`src/hw/rtl/rpn_stack_machine_defines.svh`:
```
// Assertion macros shared by the RPN stack machine RTL.
`ifndef RPN_STACK_MACHINE_DEFINES_SVH
`define RPN_STACK_MACHINE_DEFINES_SVH

// Same-cycle implication, disabled while reset is asserted.
`define RSM_ASSERT_IMPL(label, clk, rst_n, ante, cons) \
    label: assert property (@(posedge clk) disable iff (!rst_n) (ante) |-> (cons)) \
        else $error("rsm assertion failed");

// Next-cycle implication, disabled while reset is asserted.
`define RSM_ASSERT_NEXT(label, clk, rst_n, ante, cons) \
    label: assert property (@(posedge clk) disable iff (!rst_n) (ante) |=> (cons)) \
        else $error("rsm assertion failed");

`endif

```
`src/hw/rtl/rsm_pkg.sv`:
```
// Types, codes and sizes shared by the RPN stack machine modules.
package rsm_pkg;

    localparam int STACK_DEPTH = 64;
    localparam int SP_W        = $clog2(STACK_DEPTH + 1);
    localparam int ADDR_W      = $clog2(STACK_DEPTH);
    localparam int DATA_W      = 32;
    localparam int LIT_W       = 31;
    localparam int DEPTH_W     = 7;
    localparam int QUEUE_DEPTH = 2;
    localparam int QPTR_W      = $clog2(QUEUE_DEPTH);
    localparam int QCNT_W      = $clog2(QUEUE_DEPTH + 1);

    typedef enum logic [2:0] {
        OP_PUSH  = 3'd0,
        OP_ADD   = 3'd1,
        OP_SUB   = 3'd2,
        OP_MUL   = 3'd3,
        OP_PRINT = 3'd4,
        OP_SWAP  = 3'd5,
        OP_DUP   = 3'd6,
        OP_DROP  = 3'd7
    } op_t;

    typedef enum logic [1:0] {
        ST_OK    = 2'd0,
        ST_UNDER = 2'd1,
        ST_OVER  = 2'd2
    } status_t;

    typedef struct packed {
        logic [2:0]       cmd;
        logic [LIT_W-1:0] literal_value;
    } in_item_t;

    typedef struct packed {
        logic               print_valid;
        logic signed [31:0] print_value;
        logic [1:0]         status;
        logic [DEPTH_W-1:0] stack_depth;
    } out_item_t;

    typedef struct packed {
        op_t              op;
        logic [LIT_W-1:0] literal;
        logic             need_one;
        logic             need_two;
        logic             grows;
    } uop_t;

endpackage

```
`src/hw/rtl/rsm_front.sv`:
```
// Front end: accepts items, classifies the operation and queues it for execution.
module rsm_front
(
    input  logic              clk,
    input  logic              rst_n,
    input  logic              in_valid,
    output logic              in_ready,
    input  rsm_pkg::in_item_t in_item,
    output logic              uop_valid,
    input  logic              uop_ready,
    output rsm_pkg::uop_t     uop
);
    import rsm_pkg::*;

    `include "rpn_stack_machine_defines.svh"

    uop_t              q_reg [QUEUE_DEPTH];
    logic [QPTR_W-1:0] wr_ptr_reg;
    logic [QPTR_W-1:0] wr_ptr_next;
    logic [QPTR_W-1:0] rd_ptr_reg;
    logic [QPTR_W-1:0] rd_ptr_next;
    logic [QCNT_W-1:0] count_reg;
    logic [QCNT_W-1:0] count_next;
    logic              push;
    logic              pop;
    uop_t              decoded;

    always_comb
    begin
        decoded.op       = op_t'(in_item.cmd);
        decoded.literal  = in_item.literal_value;
        decoded.need_one = 1'b0;
        decoded.need_two = 1'b0;
        decoded.grows    = 1'b0;
        unique case (decoded.op)
            OP_PUSH:
            begin
                decoded.grows = 1'b1;
            end
            OP_ADD, OP_SUB, OP_MUL, OP_SWAP:
            begin
                decoded.need_two = 1'b1;
            end
            OP_DUP:
            begin
                decoded.need_one = 1'b1;
                decoded.grows    = 1'b1;
            end
            OP_PRINT, OP_DROP:
            begin
                decoded.need_one = 1'b1;
            end
            default:
            begin
                decoded.grows = 1'b0;
            end
        endcase
    end

    assign in_ready  = (count_reg != QCNT_W'(QUEUE_DEPTH));
    assign uop_valid = (count_reg != '0);
    assign uop       = q_reg[rd_ptr_reg];
    assign push      = in_valid && in_ready;
    assign pop       = uop_valid && uop_ready;

    always_comb
    begin
        wr_ptr_next = wr_ptr_reg;
        rd_ptr_next = rd_ptr_reg;
        count_next  = count_reg;
        if (push)
        begin
            wr_ptr_next = (wr_ptr_reg == QPTR_W'(QUEUE_DEPTH - 1)) ? '0 : wr_ptr_reg + 1'b1;
        end
        if (pop)
        begin
            rd_ptr_next = (rd_ptr_reg == QPTR_W'(QUEUE_DEPTH - 1)) ? '0 : rd_ptr_reg + 1'b1;
        end
        if (push && !pop)
        begin
            count_next = count_reg + 1'b1;
        end
        else if (pop && !push)
        begin
            count_next = count_reg - 1'b1;
        end
    end

    always_ff @(posedge clk or negedge rst_n)
    begin
        if (!rst_n)
        begin
            wr_ptr_reg <= '0;
            rd_ptr_reg <= '0;
            count_reg  <= '0;
        end
        else
        begin
            wr_ptr_reg <= wr_ptr_next;
            rd_ptr_reg <= rd_ptr_next;
            count_reg  <= count_next;
        end
    end

    always_ff @(posedge clk)
    begin
        if (push)
        begin
            q_reg[wr_ptr_reg] <= decoded;
        end
    end

    `RSM_ASSERT_IMPL(a_count_range, clk, rst_n, 1'b1, count_reg <= QCNT_W'(QUEUE_DEPTH))
    `RSM_ASSERT_NEXT(a_push_only_grows, clk, rst_n, push && !pop, count_reg == $past(count_reg) + 1'b1)
    `RSM_ASSERT_IMPL(a_full_blocks, clk, rst_n, count_reg == QCNT_W'(QUEUE_DEPTH), !push)

endmodule

```
`src/hw/rtl/rsm_back.sv`:
```
// Back end: executes queued operations on the cached top entries and the stack memory.
module rsm_back
(
    input  logic               clk,
    input  logic               rst_n,
    input  logic               uop_valid,
    output logic               uop_ready,
    input  rsm_pkg::uop_t      uop,
    output logic               out_valid,
    input  logic               out_ready,
    output rsm_pkg::out_item_t out_item
);
    import rsm_pkg::*;

    `include "rpn_stack_machine_defines.svh"

    typedef enum logic [1:0] {
        S_RUN  = 2'b01,
        S_FILL = 2'b10
    } back_state_t;

    logic [DATA_W-1:0] mem [STACK_DEPTH];
    logic [DATA_W-1:0] rd_data_reg;

    back_state_t       state_reg;
    back_state_t       state_next;
    logic [SP_W-1:0]   sp_reg;
    logic [SP_W-1:0]   sp_next;
    logic [DATA_W-1:0] top_reg;
    logic [DATA_W-1:0] top_next;
    logic [DATA_W-1:0] nos_reg;
    logic [DATA_W-1:0] nos_next;
    logic              out_valid_reg;
    logic              out_valid_next;
    out_item_t         out_item_reg;
    out_item_t         out_item_next;

    logic              exec;
    logic              underflow;
    logic              overflow;
    logic [SP_W-1:0]   sp_minus2;
    logic [SP_W-1:0]   sp_minus3;
    logic              mem_we;
    logic [ADDR_W-1:0] mem_waddr;
    logic [ADDR_W-1:0] mem_raddr;
    logic [DATA_W-1:0] arith;
    logic [DATA_W-1:0] product;
    status_t           status;

    assign uop_ready = (state_reg == S_RUN) && (!out_valid_reg || out_ready);
    assign exec      = uop_valid && uop_ready;
    assign sp_minus2 = sp_reg - SP_W'(2);
    assign sp_minus3 = sp_reg - SP_W'(3);
    assign mem_waddr = sp_minus2[ADDR_W-1:0];
    assign mem_raddr = sp_minus3[ADDR_W-1:0];
    assign product   = nos_reg * top_reg;
    assign underflow = (uop.need_two && (sp_reg < SP_W'(2)))
                    || (uop.need_one && (sp_reg == '0));
    assign overflow  = uop.grows && (sp_reg == SP_W'(STACK_DEPTH));

    always_comb
    begin
        case (uop.op)
            OP_ADD:  arith = nos_reg + top_reg;
            OP_SUB:  arith = nos_reg - top_reg;
            default: arith = product;
        endcase
    end

    always_comb
    begin
        state_next     = state_reg;
        sp_next        = sp_reg;
        top_next       = top_reg;
        nos_next       = nos_reg;
        mem_we         = 1'b0;
        out_valid_next = out_valid_reg;
        out_item_next  = out_item_reg;
        status         = ST_OK;

        unique case (state_reg)
            S_RUN:
            begin
                if (out_ready)
                begin
                    out_valid_next = 1'b0;
                end
                if (exec)
                begin
                    out_item_next.print_valid = 1'b0;
                    out_item_next.print_value = '0;
                    if (underflow)
                    begin
                        status = ST_UNDER;
                    end
                    else if (overflow)
                    begin
                        status = ST_OVER;
                    end
                    else
                    begin
                        unique case (uop.op)
                            OP_PUSH:
                            begin
                                mem_we   = (sp_reg >= SP_W'(2));
                                nos_next = top_reg;
                                top_next = {1'b0, uop.literal};
                                sp_next  = sp_reg + 1'b1;
                            end
                            OP_DUP:
                            begin
                                mem_we   = (sp_reg >= SP_W'(2));
                                nos_next = top_reg;
                                sp_next  = sp_reg + 1'b1;
                            end
                            OP_ADD, OP_SUB, OP_MUL:
                            begin
                                top_next = arith;
                                sp_next  = sp_reg - 1'b1;
                                if (sp_reg >= SP_W'(3))
                                begin
                                    state_next = S_FILL;
                                end
                            end
                            OP_DROP:
                            begin
                                top_next = nos_reg;
                                sp_next  = sp_reg - 1'b1;
                                if (sp_reg >= SP_W'(3))
                                begin
                                    state_next = S_FILL;
                                end
                            end
                            OP_SWAP:
                            begin
                                top_next = nos_reg;
                                nos_next = top_reg;
                            end
                            OP_PRINT:
                            begin
                                out_item_next.print_valid = 1'b1;
                                out_item_next.print_value = $signed(top_reg);
                            end
                            default:
                            begin
                                sp_next = sp_reg;
                            end
                        endcase
                    end
                    out_item_next.status      = status;
                    out_item_next.stack_depth = DEPTH_W'(sp_next);
                    out_valid_next            = 1'b1;
                end
            end
            S_FILL:
            begin
                if (out_ready)
                begin
                    out_valid_next = 1'b0;
                end
                nos_next   = rd_data_reg;
                state_next = S_RUN;
            end
            default:
            begin
                state_next = S_RUN;
            end
        endcase
    end

    always_ff @(posedge clk or negedge rst_n)
    begin
        if (!rst_n)
        begin
            state_reg     <= S_RUN;
            sp_reg        <= '0;
            out_valid_reg <= 1'b0;
        end
        else
        begin
            state_reg     <= state_next;
            sp_reg        <= sp_next;
            out_valid_reg <= out_valid_next;
        end
    end

    always_ff @(posedge clk)
    begin
        top_reg      <= top_next;
        nos_reg      <= nos_next;
        out_item_reg <= out_item_next;
    end

    always_ff @(posedge clk)
    begin
        if (mem_we)
        begin
            mem[mem_waddr] <= nos_reg;
        end
        rd_data_reg <= mem[mem_raddr];
    end

    assign out_valid = out_valid_reg;
    assign out_item  = out_item_reg;

    `RSM_ASSERT_IMPL(a_sp_range, clk, rst_n, 1'b1, sp_reg <= SP_W'(STACK_DEPTH))
    `RSM_ASSERT_NEXT(a_fill_one_cycle, clk, rst_n, state_reg == S_FILL, state_reg == S_RUN)
    `RSM_ASSERT_NEXT(a_error_keeps_sp, clk, rst_n, exec && (underflow || overflow), sp_reg == $past(sp_reg))
    `RSM_ASSERT_NEXT(a_exec_shows_result, clk, rst_n, exec, out_valid_reg)

endmodule

```
`src/hw/rtl/rpn_stack_machine.sv`:
```
// RPN stack machine: decoded stack instructions on a stack of 32-bit signed integers.
//
// Input channel (in_valid, in_ready, in_item) carries one decoded op per item:
// push literal, add, sub, mul, print, swap, dup or drop. Output channel
// (out_valid, out_ready, out_item) returns exactly one result per op, in order:
// the printed value for a successful print, a status (ok, underflow, overflow)
// and the stack depth after the op. A failing op leaves the stack unchanged.
// The result is registered in the back end's output register once the op
// leaves the queue. Push, print, swap and dup are done in the S_RUN state;
// add, sub, mul and drop also pass through S_FILL when two or more entries
// remain, that state being the registered read of the stack memory that
// refills the cached second entry. A two-entry
// queue sits between the decode front end and the execution back end, so input
// is still taken while the back end waits. When the receiver stalls, the
// result register holds and the queue fills, after which in_ready falls.
// Reset empties the stack and the queue; no memory clearing pass is needed.
module rpn_stack_machine
(
    input  logic               clk,
    input  logic               rst_n,
    input  logic               in_valid,
    output logic               in_ready,
    input  rsm_pkg::in_item_t  in_item,
    output logic               out_valid,
    input  logic               out_ready,
    output rsm_pkg::out_item_t out_item
);
    import rsm_pkg::*;

    logic uop_valid;
    logic uop_ready;
    uop_t uop;

    rsm_front u_front
    (
        .clk       (clk),
        .rst_n     (rst_n),
        .in_valid  (in_valid),
        .in_ready  (in_ready),
        .in_item   (in_item),
        .uop_valid (uop_valid),
        .uop_ready (uop_ready),
        .uop       (uop)
    );

    rsm_back u_back
    (
        .clk       (clk),
        .rst_n     (rst_n),
        .uop_valid (uop_valid),
        .uop_ready (uop_ready),
        .uop       (uop),
        .out_valid (out_valid),
        .out_ready (out_ready),
        .out_item  (out_item)
    );

endmodule
```
`config.mk`:
```
export PLATFORM = sky130hd
export DESIGN_NAME = rpn_stack_machine
export DESIGN_NICKNAME = d
export VERILOG_FILES = /design/src/hw/rtl/rsm_pkg.sv /design/src/hw/rtl/rsm_front.sv /design/src/hw/rtl/rsm_back.sv /design/src/hw/rtl/rpn_stack_machine.sv
export VERILOG_INCLUDE_DIRS = /design/src /design/src/hw/rtl
export SDC_FILE = /design/constraint.sdc
export NUM_CORES = 2
export LEC_CHECK = 0
export BUFFER_PORTS_ARGS = -buffer_cell sky130_fd_sc_hd__buf_2
export CORE_AREA = 2 2 595 597
export CTS_BUF_LIST = sky130_fd_sc_hd__clkbuf_16
export CTS_CLUSTER_SIZE = 14
export DETAILED_ROUTE_END_ITERATION = 10
export DIE_AREA = 0 0 597 599
export HOLD_SLACK_MARGIN = 0.12
export PLACE_DENSITY = 0.51
export SYNTH_ARGS = -nofsm -noshare
export SYNTH_HDL_FRONTEND = slang
export SYNTH_SLANG_ARGS = --single-unit
```
`constraint.sdc`:
```
create_clock -name clk -period 8.8 [get_ports clk]
set_clock_uncertainty 0.15 [all_clocks]
set_input_delay 2.64 -clock clk [delete_from_list [all_inputs] [get_ports clk]]
set_output_delay 2.64 -clock clk [all_outputs]
set_load 0.01 [all_outputs]
```
==> metrics.yaml <==
min_period_ns: 8.42
nNetsFinal: 6628
setup_violations: 0
synth_area_leaders: "edfxtp_1, mux4_2, fa_1"
grt_usage_pct: 17.3
rsz0062_at_grt: "false"
synth_ff_type: "edfxtp_1"
die_h_um: 599
tightest_slew_ns: 1.34
synth.most_common_cell: "edfxtp_1"
synth_edf_count: 2228
clkLatencyLatePin_ns: 0.93
fmax_ghz: 0.119
worstHoldPathCells: 1
drt-total-wl_um: 311000
placed_area_mm2: 0.112
synth_nets: 6377
grt.overflow.total: 0
dieWidth_um: 597
end_kind: "flop"
synth.cell_area_mm2: 0.105
drt_first_pass_iters: 5
port_buffers: 81
drtAntennaViolNets: 0
fin_hold_ws_ns: 0.367
dp_hpwl_um: 193000
layout-drive-gt1-share_pct: 22.9
outcome: "complete, no violations"
rr_worst_depth: 22
cts_hold_buf: 0
grt_pass1_vias: 57000
place_congestion: 0.871
cts_max_level: 4
netlist.top_cell.by_area: "edfxtp_1"
dr_total_vias: 54500
cts_buffers: 243
antenna_found_initial: 25
drv_cap: 0
grt_max_degree: 106
post-cts-setup-buffers: 0
yosysWarnings: 0
clock-root-buffer: "clkbuf_16"
ios: 82
worstSetupStartpointType: "flop"
clock_sinks: 2274
required_ns: 9.23
fin_setup_tns_ns: 0
fin_crit_sh_pct: 95.6
synthCells: 5762
ys_seq_area_share_pct: 64.8
max-slew-margin-rel_pct: 10.8
drt_iter0_markers: 6007
fill_cells: 33200
ys_ff_latch: 2274
drc_errors: 0
initial_core_util_pct: 29.8
fin_area_mm2: 0.120
post_cts_resized: 0
grt_pass1_wl_um: 440000
area_delta_synth_final_pct: 14.6
die_area_mm2: 0.358
avgRoutedWirePerCell_um: 28.7
viasPerCell: 5.03
min_path_type: "flop to flop"
core_mm2: 0.351
final_max_slew_viol_count: 0
final_util_pct: 34.2
largest_reg_flops: 2048
cts_tree: "yes"
rows: 218
worst-setup-path-type: "flop to flop"
hold_viol: 0
cp_data_arrival_time_ns: 8.85
synth.top_cells.by_count: "edfxtp_1, mux4_2, fa_1"
cts.clk_slew.worst_paths_ns: 0.06
synth_top_area_share_pct: 63.8
async_flop_share_pct: 0.616
syn_area_per_cell_um2: 18.2
cts_buffer_depth: 4
crit_fanout: 15
ys_types: 75
-- cell usage in the layout (no fill, tap or decap), types with 9 or more instances in the layout --
cell type / instances
nor3_1: 18
buf_4: 215
o21a_1: 11
o221ai_1: 15
dfrtp_1: 11
inv_1: 454
nor2_4: 65
nand2_1: 323
ha_1: 165
mux4_2: 633
nand2b_1: 14
clkbuf_16: 244
bufinv_16: 24
and2_1: 358
a31oi_1: 21
nor2b_1: 24
xnor2_1: 97
edfxtp_1: 2228
o31ai_1: 11
a221oi_1: 11
buf_2: 81
nand3_1: 19
a21o_1: 21
nor2_1: 85
a211oi_1: 52
a21oi_1: 87
clkinv_2: 46
a311oi_1: 9
fa_1: 410
buf_12: 15
mux2i_1: 68
o21ai_0: 65
dfxtp_1: 32
clkinv_1: 61
mux2_2: 37
xor2_1: 55
-- final timing paths --
kind                                 startpoint                    to  slack, ns
max                           u_back.top_reg[2]    u_back.top_reg[26]       0.38
min                        u_front.count_reg[1]  u_front.count_reg[1]       0.37
max reg2reg                   u_back.top_reg[2]    u_back.top_reg[26]       0.38
min reg2reg                u_front.count_reg[1]  u_front.count_reg[1]       0.37
max in group asynchronous                 rst_n   u_back.state_reg[0]       6.65
min in group asynchronous                 rst_n      u_back.sp_reg[3]       1.48
-- kinds of logic (layout without fill, tap and decap cells) --
kind of cell / Yosys count / count (layout) / synth area share (%)
adder cells (fa/ha/maj): 577 / 577 / 9.82
XOR/XNOR: 158 / 158 / 1.33
multiplexers: 738 / 738 / 14.6
flip-flops: 2274 / 2274 / 64.8
other: 0 / 4 / 0
buffers and inverters: 711 / 1168 / 2.66
AND/OR/NAND/NOR: 956 / 956 / 4.60
AO/OA/AOI/OAI: 348 / 348 / 2.17
-- routing by layer --
| metal | global-route usage, % | part of all wire, % | up-vias |
|---|---|---|---|
| li1 | - | - | 22500 |
| met1 | 23.7 | 43 | 29900 |
| met2 | 28.6 | 48 | 1725 |
| met3 | 2.76 | 6.4 | 387 |
| met4 | 4.23 | 2.6 | 6 |
| met5 | 0 | 0.012 | - |
-- stage by stage --
step / setup WS, ns / cells
2_1_floorplan: 0.912 / 5762
3_5_place_dp: 0.552 / 10400
6_report: 0.384 / 10800
4_1_cts: 0.504 / 10800
3_3_place_gp: 0.580 / 10400
5_1_grt: 0.127 / 10800
-- final cells by class --
type	count	area, um2	share of cell area, %
Multi-Input combinational cell	2777	34800	28.9
Antenna cell	4	10.0	0.00833
Clock buffer	244	6110	5.08
Tap cell	4620	5780	4.81
Sequential cell	2274	67900	56.5
Clock inverter	207	1730	1.44
Timing Repair Buffer	311	2320	1.93
Inverter	406	1520	1.27
-- critical path: stages, from the launching register on --
cell,delay [ns]
edfxtp_1,0.59
buf_4,0.31
and2_1,0.18
fa_1,0.54
inv_1,0.05
fa_1,0.50
fa_1,0.47
fa_1,0.58
inv_1,0.06
fa_1,0.48
fa_1,0.60
fa_1,0.45
fa_1,0.44
ha_1,0.35
and2_1,0.20
a211oi_1,0.31
o21ai_0,0.18
o21ba_2,0.23
o22ai_1,0.32
nand2_1,0.11
xor2_1,0.16
a221oi_1,0.61
o21ai_0,0.22
Power is not shown: default switching activity piles up to over one toggle a cycle in this logic, so the estimate is an artifact.
